<file path="src/hdl/ccec_pkg.sv">
// Shared types and codes for the coincidence counter with elapsed clock.
`timescale 1ns / 1ps

package ccec_pkg;

  localparam logic [15:0] SEC_MODE_TICKS_DEF = 16'd4000;
  localparam logic [7:0]  MIN_MODE_TICKS_DEF = 8'd125;
  localparam logic [7:0]  MINUTE_WRAP_DEF    = 8'd60;

  localparam logic [2:0] MODE_TICK       = 3'd0;
  localparam logic [2:0] MODE_TUBE_PORT  = 3'd1;
  localparam logic [2:0] MODE_SECOND_PORT = 3'd2;
  localparam logic [2:0] MODE_GM_FLASH   = 3'd3;
  localparam logic [2:0] MODE_MUON_FLASH = 3'd4;
  localparam logic [2:0] MODE_GM_BUZZ    = 3'd5;
  localparam logic [2:0] MODE_MUON_BUZZ  = 3'd6;

  localparam logic [7:0] TMODE_SEC_A = 8'h3F;
  localparam logic [7:0] TMODE_SEC_B = 8'h15;
  localparam logic [7:0] TMODE_MIN_A = 8'h00;
  localparam logic [7:0] TMODE_MIN_B = 8'h40;

  localparam logic [3:0] PAT_AC_BD  = 4'hD;
  localparam logic [3:0] PAT_AD     = 4'hB;
  localparam logic [3:0] PAT_AB_CD  = 4'hE;
  localparam logic [3:0] PAT_SINGLE = 4'h7;
  localparam logic [7:0] PORT2_BC   = 8'h60;

  localparam logic [4:0] HOURS_PER_DAY = 5'd24;

  localparam logic [7:0] W_GM_LED    = 8'd8;
  localparam logic [7:0] W_MUON_LED  = 8'd32;
  localparam logic [7:0] W_GM_BUZZ   = 8'd1;
  localparam logic [7:0] W_MUON_BUZZ = 8'd2;

  localparam logic CFG_TIMER_MODE      = 1'b0;
  localparam logic CFG_INDICATOR_STATE = 1'b1;

  typedef struct packed {
    logic        snapshot_taken;
    logic [15:0] ac_bd_count;
    logic [15:0] ad_count;
    logic [15:0] bc_count;
    logic [15:0] ab_cd_count;
    logic [15:0] all_hits_count;
    logic [7:0]  elapsed_days;
    logic [4:0]  elapsed_hours;
    logic [7:0]  elapsed_minutes;
    logic [7:0]  elapsed_seconds;
  } result_t;

endpackage

</file>
<file path="src/hdl/coincidence_counter_with_elapsed_clock.sv">
// Top level of the coincidence counter with elapsed clock.
`timescale 1ns / 1ps

// Each input request carries one event: a timer tick, a tube port sample, a
// second port sample, or an indicator flash or buzz. Every accepted request
// yields exactly one result request with the currently published snapshot
// and a flag that tells whether this event took a new snapshot.
// All counter and clock updates happen in the cycle the request is accepted,
// and the result is registered. One request can be accepted every cycle
// while in_stall is low; the counters and the elapsed time are updated
// combinationally, and the compensation split comes from a constant lookup
// table.
// A two-entry output buffer (result register plus skid register) lets the
// block take a new request while a result still waits. When the receiver
// stalls and both entries are full, in_stall is raised until one drains.
// Configuration writes are always ready and should be made while idle.
// Reset clears all counters, the published snapshot, the configuration and
// the output buffer.
module coincidence_counter_with_elapsed_clock
  import ccec_pkg::*;
#(
  parameter logic [15:0] SEC_MODE_TICKS = SEC_MODE_TICKS_DEF,
  parameter logic [7:0]  MIN_MODE_TICKS = MIN_MODE_TICKS_DEF,
  parameter logic [7:0]  MINUTE_WRAP    = MINUTE_WRAP_DEF
) (
  input  logic        clk,
  input  logic        rst_n,
  input  logic        in_valid,
  output logic        in_stall,
  input  logic [2:0]  in_mode,
  input  logic [7:0]  in_pin_sample,
  output logic        out_valid,
  input  logic        out_stall,
  output logic        out_snapshot_taken,
  output logic [15:0] out_ac_bd_count,
  output logic [15:0] out_ad_count,
  output logic [15:0] out_bc_count,
  output logic [15:0] out_ab_cd_count,
  output logic [15:0] out_all_hits_count,
  output logic [7:0]  out_elapsed_days,
  output logic [4:0]  out_elapsed_hours,
  output logic [7:0]  out_elapsed_minutes,
  output logic [7:0]  out_elapsed_seconds,
  input  logic        cfg_valid,
  output logic        cfg_ready,
  input  logic        cfg_index,
  input  logic [7:0]  cfg_data
);

  typedef logic [255:0][15:0] split_tab_t;

  function automatic split_tab_t build_split_tab();
    split_tab_t tab;
    for (int i = 0; i < 256; i++) begin
      tab[i] = {8'(i / MIN_MODE_TICKS), 8'(i % MIN_MODE_TICKS)};
    end
    return tab;
  endfunction

  localparam split_tab_t SPLIT_TAB = build_split_tab();

  logic [7:0]  timer_mode_r;
  logic [3:0]  indicator_state_r;
  logic [15:0] tick_r, tick_nxt;
  logic [7:0]  seconds_r, seconds_nxt;
  logic [7:0]  minutes_r, minutes_nxt;
  logic [4:0]  hours_r, hours_nxt;
  logic [7:0]  days_r, days_nxt;
  logic [15:0] ac_bd_r, ac_bd_nxt;
  logic [15:0] ad_r, ad_nxt;
  logic [15:0] bc_r, bc_nxt;
  logic [15:0] ab_cd_r, ab_cd_nxt;
  logic [15:0] total_r, total_nxt;
  logic [7:0]  comp_sum_r, comp_sum_nxt;
  result_t     pub_r, pub_nxt;
  result_t     out_r, skid_r;
  logic        out_valid_r, skid_valid_r;

  logic        push, pop;
  logic [15:0] tick_inc;
  logic [15:0] terminal;
  logic        armed;
  logic        fired;
  logic [15:0] split;
  logic [7:0]  sec_step;
  logic [7:0]  min_step;
  logic [4:0]  hour_step;
  logic [1:0]  led_en;
  logic [1:0]  buz_en;

  assign cfg_ready = 1'b1;
  assign in_stall  = skid_valid_r;
  assign push      = in_valid && !skid_valid_r;
  assign pop       = out_valid_r && !out_stall;
  assign led_en    = indicator_state_r[3:2];
  assign buz_en    = indicator_state_r[1:0];
  assign tick_inc  = tick_r + 16'd1;
  assign split     = SPLIT_TAB[comp_sum_r];
  assign sec_step  = seconds_r + 8'd1 + split[15:8];
  assign min_step  = minutes_r + 8'd1;
  assign hour_step = hours_r + 5'd1;

  always_comb begin
    armed    = 1'b0;
    terminal = SEC_MODE_TICKS;
    if (timer_mode_r == TMODE_SEC_A || timer_mode_r == TMODE_SEC_B) begin
      armed = 1'b1;
    end else if (timer_mode_r == TMODE_MIN_A || timer_mode_r == TMODE_MIN_B) begin
      armed    = 1'b1;
      terminal = {8'd0, MIN_MODE_TICKS};
    end
  end

  always_comb begin
    tick_nxt     = tick_r;
    seconds_nxt  = seconds_r;
    minutes_nxt  = minutes_r;
    hours_nxt    = hours_r;
    days_nxt     = days_r;
    ac_bd_nxt    = ac_bd_r;
    ad_nxt       = ad_r;
    bc_nxt       = bc_r;
    ab_cd_nxt    = ab_cd_r;
    total_nxt    = total_r;
    comp_sum_nxt = comp_sum_r;
    pub_nxt      = pub_r;
    fired        = 1'b0;
    case (in_mode)
      MODE_TICK: begin
        tick_nxt = tick_inc;
        if (armed && tick_inc == terminal) begin
          fired                   = 1'b1;
          pub_nxt.ac_bd_count     = ac_bd_r;
          pub_nxt.ad_count        = ad_r;
          pub_nxt.bc_count        = bc_r;
          pub_nxt.ab_cd_count     = ab_cd_r;
          pub_nxt.all_hits_count  = total_r;
          pub_nxt.elapsed_days    = days_r;
          pub_nxt.elapsed_hours   = hours_r;
          pub_nxt.elapsed_minutes = minutes_r;
          pub_nxt.elapsed_seconds = seconds_r;
          tick_nxt     = {8'd0, split[7:0]};
          comp_sum_nxt = 8'd0;
          seconds_nxt  = sec_step;
          if (sec_step == MINUTE_WRAP) begin
            seconds_nxt = 8'd0;
            minutes_nxt = min_step;
            if (min_step == MINUTE_WRAP) begin
              minutes_nxt = 8'd0;
              hours_nxt   = hour_step;
              if (hour_step == HOURS_PER_DAY) begin
                hours_nxt = 5'd0;
                days_nxt  = days_r + 8'd1;
              end
            end
          end
        end
      end
      MODE_TUBE_PORT: begin
        case (in_pin_sample[3:0])
          PAT_AC_BD: begin
            ac_bd_nxt = ac_bd_r + 16'd1;
            total_nxt = total_r + 16'd2;
          end
          PAT_AD: begin
            ad_nxt    = ad_r + 16'd1;
            total_nxt = total_r + 16'd2;
          end
          PAT_AB_CD: begin
            ab_cd_nxt = ab_cd_r + 16'd1;
            total_nxt = total_r + 16'd2;
          end
          PAT_SINGLE: begin
            total_nxt = total_r + 16'd1;
          end
          default: begin
          end
        endcase
      end
      MODE_SECOND_PORT: begin
        if (in_pin_sample == PORT2_BC) begin
          bc_nxt    = bc_r + 16'd1;
          total_nxt = total_r + 16'd2;
        end
      end
      MODE_GM_FLASH: begin
        if (led_en inside {2'd1, 2'd2}) comp_sum_nxt = comp_sum_r + W_GM_LED;
      end
      MODE_MUON_FLASH: begin
        if (led_en inside {2'd1, 2'd2}) comp_sum_nxt = comp_sum_r + W_MUON_LED;
      end
      MODE_GM_BUZZ: begin
        if (buz_en inside {2'd2, 2'd3}) comp_sum_nxt = comp_sum_r + W_GM_BUZZ;
      end
      MODE_MUON_BUZZ: begin
        if (buz_en inside {2'd1, 2'd3}) comp_sum_nxt = comp_sum_r + W_MUON_BUZZ;
      end
      default: begin
      end
    endcase
    pub_nxt.snapshot_taken = fired;
  end

  always_ff @(posedge clk) begin
    if (!rst_n) begin
      timer_mode_r      <= 8'd0;
      indicator_state_r <= 4'd0;
    end else if (cfg_valid && cfg_ready) begin
      case (cfg_index)
        CFG_TIMER_MODE:      timer_mode_r      <= cfg_data;
        CFG_INDICATOR_STATE: indicator_state_r <= cfg_data[3:0];
        default: begin
        end
      endcase
    end
  end

  always_ff @(posedge clk) begin
    if (!rst_n) begin
      tick_r     <= '0;
      seconds_r  <= '0;
      minutes_r  <= '0;
      hours_r    <= '0;
      days_r     <= '0;
      ac_bd_r    <= '0;
      ad_r       <= '0;
      bc_r       <= '0;
      ab_cd_r    <= '0;
      total_r    <= '0;
      comp_sum_r <= '0;
      pub_r      <= '0;
    end else if (push) begin
      tick_r     <= tick_nxt;
      seconds_r  <= seconds_nxt;
      minutes_r  <= minutes_nxt;
      hours_r    <= hours_nxt;
      days_r     <= days_nxt;
      ac_bd_r    <= ac_bd_nxt;
      ad_r       <= ad_nxt;
      bc_r       <= bc_nxt;
      ab_cd_r    <= ab_cd_nxt;
      total_r    <= total_nxt;
      comp_sum_r <= comp_sum_nxt;
      pub_r      <= pub_nxt;
    end
  end

  always_ff @(posedge clk) begin
    if (!rst_n) begin
      out_valid_r  <= 1'b0;
      skid_valid_r <= 1'b0;
    end else if (skid_valid_r) begin
      if (pop) begin
        out_r        <= skid_r;
        skid_valid_r <= 1'b0;
      end
    end else if (push) begin
      if (!out_valid_r || pop) begin
        out_r       <= pub_nxt;
        out_valid_r <= 1'b1;
      end else begin
        skid_r       <= pub_nxt;
        skid_valid_r <= 1'b1;
      end
    end else if (pop) begin
      out_valid_r <= 1'b0;
    end
  end

  assign out_valid           = out_valid_r;
  assign out_snapshot_taken  = out_r.snapshot_taken;
  assign out_ac_bd_count     = out_r.ac_bd_count;
  assign out_ad_count        = out_r.ad_count;
  assign out_bc_count        = out_r.bc_count;
  assign out_ab_cd_count     = out_r.ab_cd_count;
  assign out_all_hits_count  = out_r.all_hits_count;
  assign out_elapsed_days    = out_r.elapsed_days;
  assign out_elapsed_hours   = out_r.elapsed_hours;
  assign out_elapsed_minutes = out_r.elapsed_minutes;
  assign out_elapsed_seconds = out_r.elapsed_seconds;

endmodule

</file>
<file path="config.mk">
export PLATFORM = sky130hd
export DESIGN_NAME = coincidence_counter_with_elapsed_clock
export DESIGN_NICKNAME = d
export VERILOG_FILES = /design/src/hdl/ccec_pkg.sv /design/src/hdl/coincidence_counter_with_elapsed_clock.sv
export SDC_FILE = /design/constraint.sdc
export NUM_CORES = 1
export LEC_CHECK = 0
export BUFFER_PORTS_ARGS = -buffer_cell sky130_fd_sc_hd__buf_4
export CAP_MARGIN = 40
export CORE_MARGIN = 2
export CORE_UTILIZATION = 60
export DETAILED_ROUTE_END_ITERATION = 16
export GPL_ROUTABILITY_DRIVEN = 0
export GPL_TIMING_DRIVEN = 0
export PLACE_DENSITY_LB_ADDON = 0.05
export SYNTH_ARGS = -nofsm -noshare
export SYNTH_HDL_FRONTEND = slang
export SYNTH_SLANG_ARGS = --single-unit
export TNS_END_PERCENT = 50
</file>
<file path="constraint.sdc">
create_clock -name clk -period 12.6 [get_ports clk]
set_input_delay 0.63 -clock clk [delete_from_list [all_inputs] [get_ports clk]]
set_output_delay 0.63 -clock clk [all_outputs]
set_load 0.05 [all_outputs]
</file>
Word level (Yosys, flattened, before mapping). Memories as Yosys holds them, arrays and structs flattened. A register that Yosys moved wholly into a read port is not among the register bits. Cells that the tools add are included.

Memories: 1. Bits in registers: 476. Latch bits: 0. Output and inout port bits: 113. Input bits: 25. Word-level logic and storage cells: 168. Memory bits (writable): 0. Bits in read-only memories: 4096.

Memories: (no name shown) (depth 256, bits a word 16, read ports 1, clocked after memory_dff 1, wr ports 0, line coincidence_counter_with_elapsed_clock.sv:98) `assign split = SPLIT_TAB[comp_sum_r];`.

Add/subtract/negate cells: 16. Shift-type cells: 0. Mux-type cells: 35. Bitwise operators: 3. Div/mod/pow operators: 0. Reductions and logical operators: 36. $mul: 0. Order comparisons: 1. Equality and inequality tests: 32.

Operator list (count): 110-bit two-way mux (4); 109-bit two-way mux (2); 16-bit by 1-bit adder with 16-bit output (second input constant) (6); 8-bit two-way mux (9); 16-bit two-way mux (4); 16-bit case mux with 2 select lines (2); 8-bit case mux with 5 select lines (1); 8-bit by 1-bit adder with 8-bit output (second input constant) (4); 8-bit by 6-bit == test with 1-bit output (second input constant) (3); 3-bit AND reduction (6); 16-bit by 2-bit adder with 16-bit output (second input constant) (1); 16-bit == test (1); 8-bit by 7-bit == test with 1-bit output (second input constant) (2); 4-bit AND reduction (4); 2-bit nonzero test (7); 4-bit == test (second input constant) (3); 12-bit two-way mux (1); 2-bit inequality test (second input constant) (6); 1-bit two-way mux (11); 3-bit == test (second input constant) (3); 8-bit by 9-bit less-than comparator with 1-bit output (second input constant) (1); 8-bit by 2-bit adder with 8-bit output (second input constant) (1); 8-bit by 4-bit adder with 8-bit output (second input constant) (1); 8-bit by 6-bit adder with 8-bit output (second input constant) (1); other kinds (24) (39).

Longest topological paths before layout.
Depth after elaboration: 11. Mapped depth: 16.

Worst setup path after synthesis. No wires, ideal clock.

Path type: input to register. Start point: input port rst_n. End point: register skid_r[0] (netlist name) (enable). Stages: 5. Arrival: 8.899 ns. Buffers on the path: 3. Setup slack: 2.987 ns. Required time: 11.887 ns. Cell sequence: clkbuf_1 -> inv_1 -> clkbuf_1 -> clkbuf_1 -> nor3_1.

Longest elaborated chain between the ends: 1.

RTL lines: start: declaration (line coincidence_counter_with_elapsed_clock.sv:27) `input logic rst_n,`; 4-bit AND reduction (no line); end signal: assignment (line coincidence_counter_with_elapsed_clock.sv:262) `skid_r <= pub_nxt;`; end: declaration (line coincidence_counter_with_elapsed_clock.sv:76) `result_t out_r, skid_r;`.

No other way between the ends. A chain may end at the register's enable or synchronous reset.

==> qor.log <==
qor: status.run_status complete, no violations
qor: synthesis.synth_seq_cells 485
qor: timing.final_period_utilization 0.390
qor: pwr.total_leakage_power 0.00944 uW
qor: floorplan.fp.dieArea 0.0368 mm2
qor: synthesis.library_cell_occupying_the_most_area_in_the_post_synthesis_netlist sky130_fd_sc_hd__edfxtp_1
qor: min_path.min-delay-path-class input port to flop
qor: timing.grt_setup_unrepaired no
qor: clocking.cts_hold_buffers 0
qor: synthesis.yosys_warnings 0
qor: global_routing.antenna_found_initial 0
qor: synthesis.ys_async_rst_share 0
qor: worst_setup_path.startpoint_class flop
qor: finish.layout-drive-gt1-share 0.152
qor: synthesis.syn_nets 2253
qor: drt.detail_route.drc_violations 0
qor: min_path.hold_path.startpoint cfg_data[6]
qor: global_routing.grt_pass1_vias 16165
qor: finish.insertedDiodeCount 0
qor: min_path.timing.hold.worst_endpoint timer_mode_r[6]
qor: worst_setup_path.critical_path_required 13.09 ns
qor: floorplan.core 0.0346 mm2
qor: clocking.cts.clk_slew.worst_paths 0.06 ns
qor: worst_setup_path.worst-r2r-setup-slack 7.69 ns
qor: clocking.cts.repair_timing.setup_buffer_count 0
qor: global_routing.first_pass_grt_wire_length 82.6 mm
qor: drt.finalWirelength 51.7 mm
qor: clocking.cts_buffer_depth 3
qor: timing.finalHoldViolCount 0
qor: worst_setup_path.setup.worst_path.class flop to flop
qor: pwr.design_power_total 3290 uW
qor: pwr.cell_int_power 2550 uW
qor: synthesis.yosys-top-cells-count sky130_fd_sc_hd__nand2_1 (675), sky130_fd_sc_hd__dfxtp_1 (265), sky130_fd_sc_hd__edfxtp_1 (220)
qor: min_path.worst_hold_depth 3
qor: floorplan.start_util 0.611
qor: timing.achievable-frequency 0.204 GHz
qor: floorplan.die_x 192 um
qor: worst_setup_path.worst_ep_arrival_time 5.40 ns
qor: synthesis.synth_area_per_cell 9.59 um2
qor: synthesis.synth_sequential_area_ratio 0.563
qor: synthesis.synth_edf_count 220
qor: place.place.detailed.hpwl 35.9 mm
qor: synthesis.synth_top_cells_by_area sky130_fd_sc_hd__edfxtp_1 (31%), sky130_fd_sc_hd__dfxtp_1 (25%), sky130_fd_sc_hd__nand2_1 (12%), sky130_fd_sc_hd__mux2_2 (5.9%), sky130_fd_sc_hd__a21oi_1 (4.5%)
qor: timing.slew_violations 0
qor: global_routing.overflow 0
qor: drt.final_ant_viol_nets 0
qor: pwr.sequentialPowerShare 0.506
qor: pwr.power_frac_comb 0.059
qor: synthesis.ys_types 79
qor: drt.routed-via-count 16748
qor: clocking.clockRootBuffer sky130_fd_sc_hd__clkbuf_16
qor: place.numPortBuffers 134
qor: synthesis.post_synth_inst_count 2206
qor: timing.relSlewSlack 0.373
qor: pwr.clock_group_share_of_total_power 0.434
qor: timing.max_slew.worst_pin.slew 0.934 ns
qor: clocking.htree_num_levels 2
qor: global_routing.grt_max_degree 31
qor: drt.drt_iter0_drcs 1278
qor: synthesis.synthFlopType sky130_fd_sc_hd__dfxtp_1
qor: floorplan.row_count 68
qor: worst_setup_path.cp_max_fo 10
qor: finish.nets_finish 2463
qor: clocking.cts-buffers-inserted 48
qor: floorplan.io_pins 138
qor: worst_setup_path.r2r-end split[8]
qor: timing.hold_ws 0.318 ns
qor: clocking.worstSkewPairLatency 0.57 ns
qor: pwr.power.ir.vdd_worst 0.0998 mV
qor: floorplan.floorplan.die.height 192 um
qor: clocking.postCtsResizedCells 0
qor: clocking.tritoncts_clock_tree yes
qor: pwr.p_sw_frac 0.227
qor: drt.detailedRoute.firstPassIterationCount 5
qor: synthesis.synth.cell_area 0.0211 mm2
qor: worst_setup_path.end_kind flop
qor: worst_setup_path.timing.reg2reg.worst_path_depth 12
qor: timing.fin_skew 0.0179 ns
qor: job.max_cap_violations 0
qor: synthesis.synth_top_area_frac 0.312
qor: global_routing.grt.total_usage 0.283
qor: pwr.netSwitchingPower 747 uW
qor: worst_setup_path.timing.rr.start in_stall
qor: finish.area.growth.synth_to_final 16.3%
qor: drt.routed_wire_length_per_instance 17.7 um
qor: clocking.cts.sinks 485
qor: drt.post_drt_via_cell_ratio 5.75
qor: timing.period_minus_slack 4.91 ns
qor: timing.setup_viol 0
qor: synthesis.synthMostInstantiatedCell sky130_fd_sc_hd__nand2_1
qor: pwr.power_per_cell_area 134 mW/mm2
-- worst max-delay path by stage --
stage	start	to	cells after the start
finish	in_stall	split[8]	12
floorplan	rst_n	skid_r[0]	5
global route	in_stall	split[8]	12
global placement	rst_n	skid_r[102]	5
CTS	in_stall	split[8]	12
detailed placement	in_stall	split[8]	12
-- metrics by stage --
stage | std cells | utilization | setup WS (ns) | setup TNS [ns] | cell area (um2)
global placement | 2795 | 0.656 | -1.57 | -171.52 | 22700
finish | 2911 | 0.710 | 7.69 | 0 | 24600
floorplan | 2206 | - | 2.99 | 0 | 21100
CTS | 2910 | 0.710 | 7.76 | 0 | 24600
detailed placement | 2820 | 0.665 | 7.79 | 0 | 23000
global route | 2911 | 0.710 | 7.40 | 0 | 24600
-- sequential cells by signal, indices dropped and copies added, names as in the netlist, 5 cells and up --
register,cells
days_r,8
out_ad_count,16
minutes_r,8
bc_r,16
tick_r,16
timer_mode_r,8
out_elapsed_minutes,8
total_r,16
pub_r,109
out_ac_bd_count,16
seconds_r,8
out_elapsed_days,8
split,9
out_ab_cd_count,16
out_bc_count,16
skid_r,110
hours_r,5
out_elapsed_seconds,8
ac_bd_r,16
comp_sum_r,8
out_all_hits_count,16
ab_cd_r,16
out_elapsed_hours,5
ad_r,16
-- worst max-delay path, cell delays in order (launching register included) --
cell and delay [ns]:
sky130_fd_sc_hd__dfxtp_1 0.37, sky130_fd_sc_hd__clkbuf_1 0.42, sky130_fd_sc_hd__nand2b_1 0.39, sky130_fd_sc_hd__clkbuf_1 0.67
sky130_fd_sc_hd__a21o_1 0.24, sky130_fd_sc_hd__buf_1 0.43, sky130_fd_sc_hd__nand2_1 0.09, sky130_fd_sc_hd__o21ai_0 0.45
sky130_fd_sc_hd__nand2_1 0.28, sky130_fd_sc_hd__ha_1 0.35, sky130_fd_sc_hd__or4_1 0.62, sky130_fd_sc_hd__or3_1 0.37
sky130_fd_sc_hd__a21oi_1 0.15
-- kinds of logic (layout without fill, tap and decap cells) --
family / count (synthesis) / count (layout) / share of synthesized area
flops: 485 / 485 / 0.563
compound gates: 332 / 332 / 0.0918
xor+xnor: 87 / 87 / 0.0360
mux: 119 / 119 / 0.0628
simple gates: 1023 / 1023 / 0.208
other cells: 1 / 1 / 0.000177
fa+ha+maj: 22 / 22 / 0.0134
buf+inv: 137 / 387 / 0.0247
-- cell usage in the layout, fill, tap and decap left out, types with 25 or more instances in the layout --
cell type / n
sky130_fd_sc_hd__a21oi_1: 191
sky130_fd_sc_hd__and3_1: 27
sky130_fd_sc_hd__buf_4: 145
sky130_fd_sc_hd__clkbuf_1: 109
sky130_fd_sc_hd__clkbuf_16: 49
sky130_fd_sc_hd__dfxtp_1: 265
sky130_fd_sc_hd__edfxtp_1: 220
sky130_fd_sc_hd__inv_1: 25
sky130_fd_sc_hd__mux2_2: 110
sky130_fd_sc_hd__nand2_1: 675
sky130_fd_sc_hd__nand3_1: 33
sky130_fd_sc_hd__nand4_1: 30
sky130_fd_sc_hd__nor2_1: 137
sky130_fd_sc_hd__o21ai_0: 60
sky130_fd_sc_hd__or3_1: 28
sky130_fd_sc_hd__xor2_1: 66
-- routing by layer --
| layer | share of wire | global-route usage | up-vias |
|---|---|---|---|
| li1 | - | - | 8036 |
| met1 | 0.43 | 0.381 | 7949 |
| met2 | 0.47 | 0.463 | 647 |
| met3 | 0.070 | 0.0431 | 116 |
| met4 | 0.035 | 0.111 | 0 |
| met5 | 0 | 0 | - |
-- area by class of cell --
| type | count | area (um2) |
|---|---|---|
| inverters | 25 | 93.8 |
| well taps | 455 | 569 |
| multi-input cells | 1584 | 8740 |
| clock inverters | 23 | 219 |
| repair buffers | 160 | 1280 |
| plain buffers | 112 | 428 |
| fillers | 2555 | 10000 |
| clock buffers | 67 | 1360 |
| flip-flops and latches | 485 | 11900 |
-- power groups by stage --
stage          sequential [uW]  combinational (uW)  clock [uW]
2_1_floorplan             1760                69.9           0
3_3_place_gp              1710                 184           0
3_5_place_dp              1700                 194           0
4_1_cts                   1670                 195        1450
5_1_grt                   1670                 207        1510
6_report                  1670                 196        1430
(Power assumes the default switching activity.)
